===== src/sv/lvf_pkg.sv =====
// Shared types, constants and coefficient tables for the vertical 8-tap luma filter.
// Depends on nothing; every other file of the block imports it.
package lvf_pkg;

    localparam int MAX_WIDTH    = 64;
    localparam int MAX_HEIGHT   = 64;
    localparam int TAPS         = 8;
    localparam int HIST         = TAPS - 1;

    localparam int SAMPLE_W     = 16;
    localparam int PIXEL_W      = 8;
    localparam int COEF_W       = 7;
    localparam int PROD_W       = SAMPLE_W + COEF_W;
    localparam int ACC_W        = PROD_W + 2;
    localparam int ROUND_OFFSET = 526336;
    localparam int OUT_SHIFT    = 12;
    localparam int PIXEL_MAX    = 255;

    localparam int COL_W        = $clog2(MAX_WIDTH);
    localparam int ROW_W        = $clog2(MAX_HEIGHT + HIST + 1);
    localparam int CFG_W        = 7;

    localparam int FIFO_DEPTH   = 8;
    localparam int PTR_W        = $clog2(FIFO_DEPTH);
    localparam int CNT_W        = $clog2(FIFO_DEPTH + 1);

    localparam logic [1:0] PHASE_QUARTER = 2'd1;
    localparam logic [1:0] PHASE_HALF    = 2'd2;
    localparam logic [1:0] PHASE_THREE_Q = 2'd3;

    typedef logic signed [SAMPLE_W-1:0] sample_t;
    typedef sample_t [HIST-1:0]         hist_t;
    typedef sample_t [TAPS-1:0]         tap_vec_t;
    typedef logic signed [COEF_W-1:0]   coef_t;
    typedef logic signed [PROD_W-1:0]   prod_t;
    typedef logic signed [ACC_W-1:0]    acc_t;

    // Per-item control that rides along with the sample through the pipeline.
    typedef struct packed {
        logic emit;       // item is past the first seven rows and yields a pixel
        logic block_end;  // item is the last one of the block
    } item_ctrl_t;

    typedef struct packed {
        logic [PIXEL_W-1:0] pixel;
        logic               block_end;
    } out_item_t;

    localparam coef_t COEF_QUARTER [TAPS] =
        '{-7'sd1, 7'sd4, -7'sd10, 7'sd58, 7'sd17, -7'sd5, 7'sd1, 7'sd0};
    localparam coef_t COEF_HALF [TAPS] =
        '{-7'sd1, 7'sd4, -7'sd11, 7'sd40, 7'sd40, -7'sd11, 7'sd4, -7'sd1};
    localparam coef_t COEF_THREE_Q [TAPS] =
        '{7'sd0, 7'sd1, -7'sd5, 7'sd17, 7'sd58, -7'sd10, 7'sd4, -7'sd1};

    // Tap k runs from the oldest row (0) to the newest sample (TAPS-1).
    // A phase code of zero selects the quarter set.
    function automatic coef_t tap_coef(input logic [1:0] phase, input int k);
        coef_t c;
        unique case (phase)
            PHASE_HALF:    c = COEF_HALF[k];
            PHASE_THREE_Q: c = COEF_THREE_Q[k];
            default:       c = COEF_QUARTER[k];
        endcase
        return c;
    endfunction

endpackage


===== src/sv/lvf_out_fifo.sv =====
// Small output queue that decouples the filter pipeline from the result stream.
// Depends on lvf_pkg.
module lvf_out_fifo (
    input  logic                     clk,
    input  logic                     rst_n,
    input  logic                     push,
    input  lvf_pkg::out_item_t       push_item,
    input  logic                     pop,
    output logic                     not_empty,
    output lvf_pkg::out_item_t       head_item,
    output logic [lvf_pkg::CNT_W-1:0] count
);
    import lvf_pkg::*;

    out_item_t         fifo_mem [FIFO_DEPTH];
    logic [PTR_W-1:0]  wr_ptr_reg;
    logic [PTR_W-1:0]  rd_ptr_reg;
    logic [CNT_W-1:0]  count_reg;
    logic              do_pop;

    assign do_pop    = pop && (count_reg != '0);
    assign not_empty = (count_reg != '0);
    assign head_item = fifo_mem[rd_ptr_reg];
    assign count     = count_reg;

    always_ff @(posedge clk)
    begin
        if (push)
        begin
            fifo_mem[wr_ptr_reg] <= push_item;
        end
    end

    always_ff @(posedge clk or negedge rst_n)
    begin
        if (!rst_n)
        begin
            wr_ptr_reg <= '0;
            rd_ptr_reg <= '0;
            count_reg  <= '0;
        end
        else
        begin
            if (push)
            begin
                wr_ptr_reg <= (wr_ptr_reg == PTR_W'(FIFO_DEPTH - 1)) ? '0 : wr_ptr_reg + 1'b1;
            end
            if (do_pop)
            begin
                rd_ptr_reg <= (rd_ptr_reg == PTR_W'(FIFO_DEPTH - 1)) ? '0 : rd_ptr_reg + 1'b1;
            end
            if (push && !do_pop)
            begin
                count_reg <= count_reg + 1'b1;
            end
            else if (!push && do_pop)
            begin
                count_reg <= count_reg - 1'b1;
            end
        end
    end

    a_no_overflow: assert property (@(posedge clk) disable iff (!rst_n)
        !(push && !do_pop && (count_reg == CNT_W'(FIFO_DEPTH))))
        else $error("output queue written while full");

    a_empty_stays: assert property (@(posedge clk) disable iff (!rst_n)
        (count_reg == '0 && !push) |=> (count_reg == '0))
        else $error("output queue filled without a write");

endmodule


===== config.mk =====
export PLATFORM = sky130hd
export DESIGN_NAME = lvf_out_fifo
export DESIGN_NICKNAME = d
export VERILOG_FILES = /design/src/sv/lvf_pkg.sv /design/src/sv/lvf_out_fifo.sv
export SDC_FILE = /design/constraint.sdc
export NUM_CORES = 1
export LEC_CHECK = 0
export ABC_AREA = 1
export BUFFER_PORTS_ARGS = -buffer_cell sky130_fd_sc_hd__buf_4
export CORE_MARGIN = 2
export CORE_UTILIZATION = 55
export DETAILED_ROUTE_END_ITERATION = 12
export PLACE_DENSITY = 0.78
export SYNTH_ARGS = -nofsm -noshare
export SYNTH_HDL_FRONTEND = slang
export SYNTH_SLANG_ARGS = --single-unit

===== constraint.sdc =====
create_clock -name clk -period 3 [get_ports clk]
set_input_delay 0.3 -clock clk [delete_from_list [all_inputs] [get_ports clk]]
set_output_delay 0.3 -clock clk [all_outputs]
set_load 0.01 [all_outputs]

==> flow_summary.ini <==
[placed_design]
dpl_cell_area_um2 = 3780
dp_hpwl_mm = 4.42
port_buffers = 26
gp_congestion = 0.767

[power_and_ir_drop]
swShare_pct = 35.6
power_density_nw_per_um2 = 967
power_frac_seq_pct = 39.5
p_leak_nw = 1.63
pwr-share-comb_pct = 36.3
p_sw_mw = 1.39
vdd_drop_max_mv = 0.610
clock_power_share_pct = 24.2
p_total_mw = 3.90
internal_power_mw = 2.51

[grt]
grt_antenna_before_repair = 0
overflow = 0
grt_pass1_vias = 2366
grt_usage_pct = 21.0
grt_pass1_wl_mm = 11.1
grt_max_degree = 38

[sta]
finalMaxSlewViolations = 0
hold_ws_ns = 0.182
clock.fmax_mhz = 450
worst_pin_slew_ns = 0.950
fin_crit_sh_pct = 74.0
relSlewSlack_pct = 36.5
grt_setup_unrepaired = no
min_period_ns = 2.22
hold_viol_final = 0
finalClockSkew_ns = 0.00768
tns_ns = 0
setup_viol = 0

[logic_synthesis]
synth_top_area_share_pct = 61.5
ys_seq_area_share_pct = 68.7
yosysWarnings = 0
synth_fp_nets = 342
netlist_area_um2 = 3510
syn_area_per_cell_um2 = 10.9
ys_types = 19
synth_area_leaders = edfxtp_1 (62%), nand2_1 (14%), dfrtp_1 (7.1%), o21ai_0 (4.1%), nor2_1 (3.2%)
yosys_most_used_dff = edfxtp_1
yosysTopAreaCell = edfxtp_1
synth_edf_count = 72
yosys-top-cells-count = nand2_1 (127), edfxtp_1 (72), nor2_1 (30), o21ai_0 (29), o21ai_1 (13)
postSynthCellCount = 321
yosysMostFrequentCell = nand2_1
ys_ff_latch = 82
synthArstFlopShare_pct = 12.2

[detailed_routing]
wl_per_cell_um = 16.0
routed_wl_mm = 7.04
drt_iter0_drc = 130
drt-pass1-iter-count = 4
num_vias = 2354
postRouteAntennaNets = 0
drc = 0
viasPerCell = 5.36

[floorplan]
rows = 29
die_w_um = 83.9
design.core.area_um2 = 6280
fp.dieH_um = 83.9
die_area_um2 = 7040
ios = 27
start_util_pct = 56.0

[clock_tree]
cts_setup_buffers = 0
clkTransAtPathRegs_ns = 0.08
htreeDepth = 3
cts_sinks = 82
cts_tree = built
insertion_delay_ns = 0.35
numCtsBuffers = 9
cts_resized = 0
cts_buffer_depth = 2
cts-hold-fix-buffers = 1
clock-root-buffer = clkbuf_8

[critical_path]
worstPathRequired_ns = 2.70
crit_buf_inv = 2
r2r_start = count[0]
cpLargestDelayFamily = flip-flops
reg2reg_depth = 11
crit_start = rd_ptr_reg[2]
worstSetupPathType = reg2out
crit_path_max_incr_delay_ns = 0.66
cp.arrival_ns = 1.92
crit_chain = clkinv_1 -> nand2_1 -> nand2_1 -> buf_4
start_kind = flop
slowest_stage = dfrtp_1
crit_cells = 4
crit_top_cell = nand2_1
end_kind = output pin
cp_max_fo = 11

[min_path]
hp-start = push_item[3]
hold_path_depth = 1
hp-class = in2reg

[cells_and_area]
nNetsFinal = 378
largest_register_ffs = 72
regArea_um2 = 2410
drive_above_1_share_pct = 14.6
multi_input_area_um2 = 961
antenna_cells = 0
postLayoutCellArea_um2 = 4040
syn2layout_area_growth_pct = 14.9
fillCellCount = 495

[run]
cap_violations = 0

[status]
status = finished clean
-- metrics by stage --
step	utilization (%)	instances	worst slack, ns
4_1_cts	64.3	439	0.797
2_1_floorplan	-	321	0.961
3_5_place_dp	60.3	422	0.897
6_report	64.3	439	0.780
3_3_place_gp	60.3	422	0.972
5_1_grt	64.3	439	0.632
-- cells by family after synthesis --
family,Yosys count,share of synthesized area (%)
adders and majority gates,8,3.06
DFF,82,68.7
AOI/OAI and AO/OA,44,6.27
buffers and inverters,23,3.99
and+or+nand+nor,162,17.5
xor gates and xnor gates,2,0.499
-- path summary, 6_finish.rpt --
kind / to / slack (ns)
worst max-delay path: head_item[8] / 0.78
worst min-delay path: fifo_mem[1][3] / 0.18
worst max register to register: count[3] / 0.88
worst min register to register: count[2] / 0.57
max in group asynchronous: rd_ptr_reg[1] / 2.54
min in group asynchronous: wr_ptr_reg[2] / 0.32
-- area by class of cell --
type / count / share of cell area (%)
multi-input combinational: 216 / 23.8
clock buffer: 10 / 3.16
clock inverter: 6 / 2.82
inverter: 12 / 1.30
sequential: 82 / 59.8
tap: 77 / 2.39
timing repair buffer: 36 / 6.76
-- power groups by stage --
| stage | registers (mW) | logic [mW] | clock network, mW |
|---|---|---|---|
| 2_1_floorplan | 1.53 | 0.982 | 0 |
| 6_report | 1.54 | 1.42 | 0.943 |
| 3_5_place_dp | 1.57 | 1.41 | 0 |
| 4_1_cts | 1.54 | 1.43 | 0.958 |
| 5_1_grt | 1.56 | 1.61 | 1.00 |
| 3_3_place_gp | 1.55 | 1.38 | 0 |
-- placed cells by master, fill, tap and decap left out, types with 2 or more instances in the layout --
cell | Yosys | layout
bufinv_16 | 0 | 3
o21ai_0 | 29 | 29
a21oi_1 | 2 | 2
dfrtp_1 | 10 | 10
edfxtp_1 | 72 | 72
buf_4 | 3 | 35
xnor2_1 | 2 | 2
nor2_1 | 30 | 30
o21ai_1 | 13 | 13
ha_1 | 7 | 7
inv_1 | 9 | 9
nand2_1 | 127 | 127
clkbuf_8 | 0 | 9
nand3_1 | 4 | 4
clkinvlp_4 | 0 | 2
-- routing by layer --
layer / global-route usage [%] / part of all wire (%) / up-vias
li1: - / - / 1148
met1: 27.0 / 41 / 1117
met2: 34.1 / 50 / 75
met3: 5.34 / 6.7 / 14
met4: 8.94 / 1.8 / 0
met5: 0 / 0 / -
No activity file was read; power rests on OpenSTA's default activity.
