<file path="src/sv/lvf_pkg.sv">
// Shared types, constants and coefficient tables for the vertical 8-tap luma filter.
// Depends on nothing; every other file of the block imports it.
package lvf_pkg;

    localparam int MAX_WIDTH    = 64;
    localparam int MAX_HEIGHT   = 64;
    localparam int TAPS         = 8;
    localparam int HIST         = TAPS - 1;

    localparam int SAMPLE_W     = 16;
    localparam int PIXEL_W      = 8;
    localparam int COEF_W       = 7;
    localparam int PROD_W       = SAMPLE_W + COEF_W;
    localparam int ACC_W        = PROD_W + 2;
    localparam int ROUND_OFFSET = 526336;
    localparam int OUT_SHIFT    = 12;
    localparam int PIXEL_MAX    = 255;

    localparam int COL_W        = $clog2(MAX_WIDTH);
    localparam int ROW_W        = $clog2(MAX_HEIGHT + HIST + 1);
    localparam int CFG_W        = 7;

    localparam int FIFO_DEPTH   = 8;
    localparam int PTR_W        = $clog2(FIFO_DEPTH);
    localparam int CNT_W        = $clog2(FIFO_DEPTH + 1);

    localparam logic [1:0] PHASE_QUARTER = 2'd1;
    localparam logic [1:0] PHASE_HALF    = 2'd2;
    localparam logic [1:0] PHASE_THREE_Q = 2'd3;

    typedef logic signed [SAMPLE_W-1:0] sample_t;
    typedef sample_t [HIST-1:0]         hist_t;
    typedef sample_t [TAPS-1:0]         tap_vec_t;
    typedef logic signed [COEF_W-1:0]   coef_t;
    typedef logic signed [PROD_W-1:0]   prod_t;
    typedef logic signed [ACC_W-1:0]    acc_t;

    // Per-item control that rides along with the sample through the pipeline.
    typedef struct packed {
        logic emit;       // item is past the first seven rows and yields a pixel
        logic block_end;  // item is the last one of the block
    } item_ctrl_t;

    typedef struct packed {
        logic [PIXEL_W-1:0] pixel;
        logic               block_end;
    } out_item_t;

    localparam coef_t COEF_QUARTER [TAPS] =
        '{-7'sd1, 7'sd4, -7'sd10, 7'sd58, 7'sd17, -7'sd5, 7'sd1, 7'sd0};
    localparam coef_t COEF_HALF [TAPS] =
        '{-7'sd1, 7'sd4, -7'sd11, 7'sd40, 7'sd40, -7'sd11, 7'sd4, -7'sd1};
    localparam coef_t COEF_THREE_Q [TAPS] =
        '{7'sd0, 7'sd1, -7'sd5, 7'sd17, 7'sd58, -7'sd10, 7'sd4, -7'sd1};

    // Tap k runs from the oldest row (0) to the newest sample (TAPS-1).
    // A phase code of zero selects the quarter set.
    function automatic coef_t tap_coef(input logic [1:0] phase, input int k);
        coef_t c;
        unique case (phase)
            PHASE_HALF:    c = COEF_HALF[k];
            PHASE_THREE_Q: c = COEF_THREE_Q[k];
            default:       c = COEF_QUARTER[k];
        endcase
        return c;
    endfunction

endpackage

</file>
<file path="src/sv/lvf_filter_dp.sv">
// Filter datapath: eight constant-coefficient products, the rounded sum, then
// shift and clamp to an 8-bit pixel. Depends on lvf_pkg.
module lvf_filter_dp (
    input  logic                clk,
    input  logic                rst_n,
    input  logic [1:0]          phase,
    input  logic                in_valid,
    input  lvf_pkg::item_ctrl_t in_ctrl,
    input  lvf_pkg::tap_vec_t   in_taps,
    output logic                done,
    output logic                push,
    output lvf_pkg::out_item_t  push_item
);
    import lvf_pkg::*;

    prod_t       prod_reg [TAPS];
    prod_t       prod_next [TAPS];
    logic        p_valid_reg;
    item_ctrl_t  p_ctrl_reg;
    acc_t        acc_reg;
    acc_t        acc_next;
    logic        a_valid_reg;
    item_ctrl_t  a_ctrl_reg;
    logic [PIXEL_W-1:0] pixel;

    always_comb
    begin
        for (int k = 0; k < TAPS; k++)
        begin
            prod_next[k] = PROD_W'($signed(in_taps[k])) * PROD_W'(tap_coef(phase, k));
        end
    end

    always_comb
    begin
        acc_next = ACC_W'(ROUND_OFFSET);
        for (int k = 0; k < TAPS; k++)
        begin
            acc_next = acc_next + ACC_W'(prod_reg[k]);
        end
    end

    // Negative sums clamp to zero; anything above the pixel range to the maximum.
    always_comb
    begin
        if (acc_reg[ACC_W-1])
        begin
            pixel = '0;
        end
        else if (|acc_reg[ACC_W-2:OUT_SHIFT+PIXEL_W])
        begin
            pixel = PIXEL_W'(PIXEL_MAX);
        end
        else
        begin
            pixel = acc_reg[OUT_SHIFT+PIXEL_W-1:OUT_SHIFT];
        end
    end

    always_ff @(posedge clk)
    begin
        if (in_valid)
        begin
            prod_reg   <= prod_next;
            p_ctrl_reg <= in_ctrl;
        end
        if (p_valid_reg)
        begin
            acc_reg    <= acc_next;
            a_ctrl_reg <= p_ctrl_reg;
        end
    end

    always_ff @(posedge clk or negedge rst_n)
    begin
        if (!rst_n)
        begin
            p_valid_reg <= 1'b0;
            a_valid_reg <= 1'b0;
        end
        else
        begin
            p_valid_reg <= in_valid;
            a_valid_reg <= p_valid_reg;
        end
    end

    assign done                = a_valid_reg;
    assign push                = a_valid_reg && a_ctrl_reg.emit;
    assign push_item.pixel     = pixel;
    assign push_item.block_end = a_ctrl_reg.block_end;

endmodule

</file>
<file path="config.mk">
export PLATFORM = sky130hd
export DESIGN_NAME = lvf_filter_dp
export DESIGN_NICKNAME = d
export VERILOG_FILES = /design/src/sv/lvf_pkg.sv /design/src/sv/lvf_filter_dp.sv
export SDC_FILE = /design/constraint.sdc
export NUM_CORES = 1
export LEC_CHECK = 0
export BUFFER_PORTS_ARGS = -buffer_cell sky130_fd_sc_hd__buf_2
export CAP_MARGIN = 10
export CORE_MARGIN = 1.5
export CORE_UTILIZATION = 60
export DETAILED_ROUTE_END_ITERATION = 10
export HOLD_SLACK_MARGIN = 0.1
export PLACE_DENSITY = 0.84
export SETUP_SLACK_MARGIN = 0.1
export SYNTH_ARGS = -nofsm -noshare
export SYNTH_HDL_FRONTEND = slang
export SYNTH_SLANG_ARGS = --single-unit
export TNS_END_PERCENT = 100
</file>
<file path="constraint.sdc">
create_clock -name clk -period 12.8 [get_ports clk]
set_input_delay 1.92 -clock clk [delete_from_list [all_inputs] [get_ports clk]]
set_output_delay 1.92 -clock clk [all_outputs]
set_load 0.05 [all_outputs]
</file>
==> PnR_summary.wiki <==
{| class="wikitable"
! Metric !! Value
|-
| Number of DRC markers after the initial detailed-route iteration || 1,551
|-
| Clock buffers created by TritonCTS || 17
|-
| Area of placed instances || 0.0323 mm2
|-
| Clock-pin slew on the worst setup and hold paths || 0.08 ns
|-
| Port Buffer Count || 145
|-
| Ratio of routed vias to standard cells || 5.50
|-
| Netlist area before placement || 0.0307 mm2
|-
| Multiplexer share of the synthesized area || 0.00904
|-
| Routed wire length per instance || 16.9 um
|-
| Num Clock Sinks || 193
|-
| Via count || 21,800
|-
| Count of buffering cells on the critical path with inverters included || 7
|-
| Number of hold buffers added after cts || 0
|-
| Synth Area in Adders || 0.456
|-
| Synth cell types || 84
|-
| Slowest CP cell || sky130_fd_sc_hd__o31ai_1
|-
| Number of setup violations in the final report || 0
|-
| Achievable frequency || 130 MHz
|-
| Fill cell total of the finished layout || 3,885
|-
| Total placed cells including tap cells || 3,929
|-
| Detail Route Antenna Nets || 0
|-
| Synth Flop Type || sky130_fd_sc_hd__edfxtp_1
|-
| Synth Area in XOR/XNOR || 0.0447
|-
| Setup crit start kind || primary input
|-
| Post-Syn Area per Cell || 9.81 um2
|-
| Number of warnings reported in the yosys synthesis log || 0
|-
| Grt ovf || 0
|-
| Final worst path period need || 7.68 ns
|-
| Setup TNS || 0 ns
|-
| Final HPWL from detailed placement || 54.5 mm
|-
| R2r setup slk || 7.69 ns
|-
| Routed wire length || 66.9 mm
|-
| Count of placed standard cells in the final layout, fillers left out || 3,967
|-
| Required time of the critical path || 13.01 ns
|-
| Final worst path period share || 0.600
|-
| Level count of the clock H-tree || 4
|-
| CP Data Arrival Time || 7.89 ns
|-
| Global-route wire length before repair || 113 mm
|-
| Hold/Removal Path Class || reg -> reg
|-
| Number of hold violations in the final report || 0
|-
| Flip-flop count of the largest register, all copies and words added || 174
|-
| Chip Height || 229 um
|-
| Finished layout cell area || 0.0328 mm2
|-
| Clock tree buffer depth || 2
|-
| Number of placed I/O pins || 146
|-
| Std cell rows || 82
|-
| Max-capacitance violation count || 0
|-
| Fraction of the yosys area taken by sequential cells || 0.188
|-
| Cell chain of the critical path || buf_2 -> nand2_2 -> inv_2 -> buf_4 -> nor2_1 -> fa_1 -> inv_1 -> fa_1 -> inv_1 -> fa_1 -> inv_1 -> fa_1 -> inv_1 -> ha_1 -> nand2_1 -> o211ai_1 -> a21boi_1 -> o31ai_1 -> nor4b_1 -> a211o_1
|-
| Die Area || 0.0526 mm2
|-
| Yosys reg bits || 193
|-
| Count of unresolved DRC violations after routing || 0
|-
| Cell chosen for the clock root || sky130_fd_sc_hd__clkbuf_16
|-
| CTS tree || built
|-
| Largest net degree at the start of global routing || 105
|-
| Quantity of gates resized following cts || 0
|-
| Slew of the pin with the lowest slew margin || 1.06 ns
|-
| Post-Route Hold Slack || 0.422 ns
|-
| Main combinational cell family by area after synthesis || adder cells
|-
| Starting Density || 0.610
|-
| Critical path start-end classification || in -> reg
|-
| Die span in x || 229 um
|-
| Number of enable-type register cells in the synthesized netlist || 191
|-
| Max-slew violations || 0
|-
| Final Net Count || 4,249
|-
| First drt pass iteration count || 6
|-
| Worst setup EP type || flop
|-
| Slew margin rel. || 0.290
|-
| Result of the run || complete, no violations
|-
| Syn Inst Count || 3,134
|-
| Vias in the first global route || 22,500
|-
| Largest fanout on the critical path || 56
|-
| Setup skew after layout || 0.00862 ns
|-
| Number of antenna violations at the first check in global routing || 7
|-
| Setup repair after global routing missed its margin || false
|-
| # Post-CTS Setup Buffers || 0
|-
| Simple-gate share of the synthesized area || 0.112
|-
| Latest clock arrival within the worst-skew pair || 0.45 ns
|-
| Synth Area in Compound Gates || 0.0892
|-
| GR Util All Layers || 0.269
|-
| Gpl congestion || 0.919
|-
| Slowest stage delay, CP || 0.65 ns
|-
| Total core area || 0.0504 mm2
|-
| FFs w/ async S/R, synth || 0.0104
|-
| Layout cell share with drive strength beyond 1 || 0.0696
|-
| Area added between synthesis and finish || 6.85%
|-
| Kind of cell adding the most delay to the critical path || adder cells
|}
## final cells by class
| cell class | count | area (um2) | area share |
|---|---|---|---|
| clock buffer | 18 | 429 | 0.0131 |
| multi-input combinational | 2148 | 22000 | 0.669 |
| tap | 672 | 841 | 0.0256 |
| sequential | 193 | 5790 | 0.176 |
| antenna | 6 | 15.0 | 0.000457 |
| clock inverter | 14 | 141 | 0.00431 |
| timing repair buffer | 152 | 787 | 0.0240 |
| inverter | 764 | 2870 | 0.0873 |
## path summary, 6_finish.rpt
| check | startpoint | end | depth (start not counted) |
|---|---|---|---|
| worst max register to register | prod_reg[74]$_DFFE_PP_ | acc_reg[24]$_DFFE_PP_ | 16 |
| max in group asynchronous | rst_n | done$_DFF_PN0_ | 1 |
| worst min register to register | p_ctrl_reg[1]$_DFFE_PP_ | a_ctrl_reg[1]$_DFFE_PP_ | 0 |
| min in group asynchronous | rst_n | p_valid_reg$_DFF_PN0_ | 1 |
| worst max-delay path | phase[0] | prod_reg[181]$_DFFE_PP_ | 20 |
| worst min-delay path | p_ctrl_reg[1]$_DFFE_PP_ | a_ctrl_reg[1]$_DFFE_PP_ | 0 |
## cells in the final DEF, fill, tap and decap left out, types with 5 or more instances in the layout
master | synthesis | layout
sky130_fd_sc_hd__o211ai_1 | 13 | 13
sky130_fd_sc_hd__nand3_1 | 16 | 16
sky130_fd_sc_hd__ha_1 | 370 | 370
sky130_fd_sc_hd__o311ai_0 | 6 | 6
sky130_fd_sc_hd__or2_2 | 6 | 6
sky130_fd_sc_hd__a31oi_1 | 15 | 15
sky130_fd_sc_hd__a211oi_1 | 14 | 14
sky130_fd_sc_hd__nor2_1 | 148 | 148
sky130_fd_sc_hd__o31ai_1 | 7 | 7
sky130_fd_sc_hd__buf_4 | 1 | 8
sky130_fd_sc_hd__o21a_1 | 21 | 21
sky130_fd_sc_hd__a21oi_1 | 117 | 117
sky130_fd_sc_hd__xor2_1 | 39 | 39
sky130_fd_sc_hd__nor2b_1 | 42 | 42
sky130_fd_sc_hd__nand2b_1 | 22 | 21
sky130_fd_sc_hd__mux2i_1 | 12 | 12
sky130_fd_sc_hd__mux2_2 | 14 | 14
sky130_fd_sc_hd__and2_1 | 141 | 141
sky130_fd_sc_hd__nand2_1 | 213 | 212
sky130_fd_sc_hd__clkbuf_16 | 0 | 17
sky130_fd_sc_hd__buf_2 | 0 | 143
sky130_fd_sc_hd__or3_1 | 11 | 11
sky130_fd_sc_hd__a221oi_1 | 6 | 6
sky130_fd_sc_hd__xnor2_1 | 118 | 118
sky130_fd_sc_hd__diode_2 | 0 | 6
sky130_fd_sc_hd__conb_1 | 2 | 34
sky130_fd_sc_hd__a21o_1 | 52 | 52
sky130_fd_sc_hd__o21bai_1 | 18 | 18
sky130_fd_sc_hd__nor3_1 | 20 | 20
sky130_fd_sc_hd__o21ai_1 | 5 | 5
sky130_fd_sc_hd__edfxtp_1 | 191 | 191
sky130_fd_sc_hd__nand4_1 | 5 | 5
sky130_fd_sc_hd__inv_1 | 763 | 762
sky130_fd_sc_hd__fa_1 | 468 | 468
sky130_fd_sc_hd__a211o_1 | 11 | 11
sky130_fd_sc_hd__o21ai_0 | 61 | 61
sky130_fd_sc_hd__and3_1 | 41 | 41
## worst reg2reg max path: stages, from the launching register on
cell                       delay (ns)
sky130_fd_sc_hd__edfxtp_1        0.33
sky130_fd_sc_hd__inv_1           0.08
sky130_fd_sc_hd__fa_1            0.56
sky130_fd_sc_hd__inv_1           0.07
sky130_fd_sc_hd__fa_1            0.49
sky130_fd_sc_hd__fa_1            0.49
sky130_fd_sc_hd__inv_1           0.05
sky130_fd_sc_hd__fa_1            0.47
sky130_fd_sc_hd__inv_1           0.04
sky130_fd_sc_hd__ha_1            0.30
sky130_fd_sc_hd__and4b_1         0.22
sky130_fd_sc_hd__a221oi_1        0.42
sky130_fd_sc_hd__o21ai_1         0.27
sky130_fd_sc_hd__a211oi_2        0.39
sky130_fd_sc_hd__o21bai_2        0.15
sky130_fd_sc_hd__a221o_1         0.38
sky130_fd_sc_hd__xnor2_1         0.14
## cells in the mapped netlist (42+ instances only)
| cell type | count | area share |
|---|---|---|
| sky130_fd_sc_hd__a21o_1 | 52 | 0.013 |
| sky130_fd_sc_hd__a21oi_1 | 117 | 0.019 |
| sky130_fd_sc_hd__and2_1 | 141 | 0.029 |
| sky130_fd_sc_hd__clkbuf_1 | 51 | 0.0062 |
| sky130_fd_sc_hd__edfxtp_1 | 191 | 0.19 |
| sky130_fd_sc_hd__fa_1 | 468 | 0.30 |
| sky130_fd_sc_hd__ha_1 | 370 | 0.15 |
| sky130_fd_sc_hd__inv_1 | 763 | 0.093 |
| sky130_fd_sc_hd__nand2_1 | 213 | 0.026 |
| sky130_fd_sc_hd__nor2_1 | 148 | 0.018 |
| sky130_fd_sc_hd__nor2b_1 | 42 | 0.0085 |
| sky130_fd_sc_hd__o21ai_0 | 61 | 0.0099 |
| sky130_fd_sc_hd__xnor2_1 | 118 | 0.034 |
## logic make-up after synthesis
| group | count (synthesis) |
|---|---|
| and+or+nand+nor | 690 |
| other | 2 |
| muxes | 26 |
| AOI/OAI and AO/OA | 402 |
| DFF | 193 |
| adders and majority gates | 839 |
| buffers and inverters | 825 |
| xor gates and xnor gates | 157 |
## metrics by stage
stage               setup slack [ns]   util
floorplan                       5.83      -
global placement                4.94  0.640
detailed placement              4.75  0.640
CTS                             5.22  0.652
global route                    4.87  0.652
finish                          5.12  0.652
## per-layer routing
layer | vias to the layer above | global-route usage | routed length (um)
li1 | 10200 | - | -
met1 | 10800 | 0.366 | 28200
met2 | 691 | 0.449 | 32300
met3 | 121 | 0.0296 | 3930
met4 | 2 | 0.0948 | 2430
met5 | - | 0 | 12
Power is not shown: default switching activity piles up to over one toggle a cycle in this logic, so the estimate is an artifact.
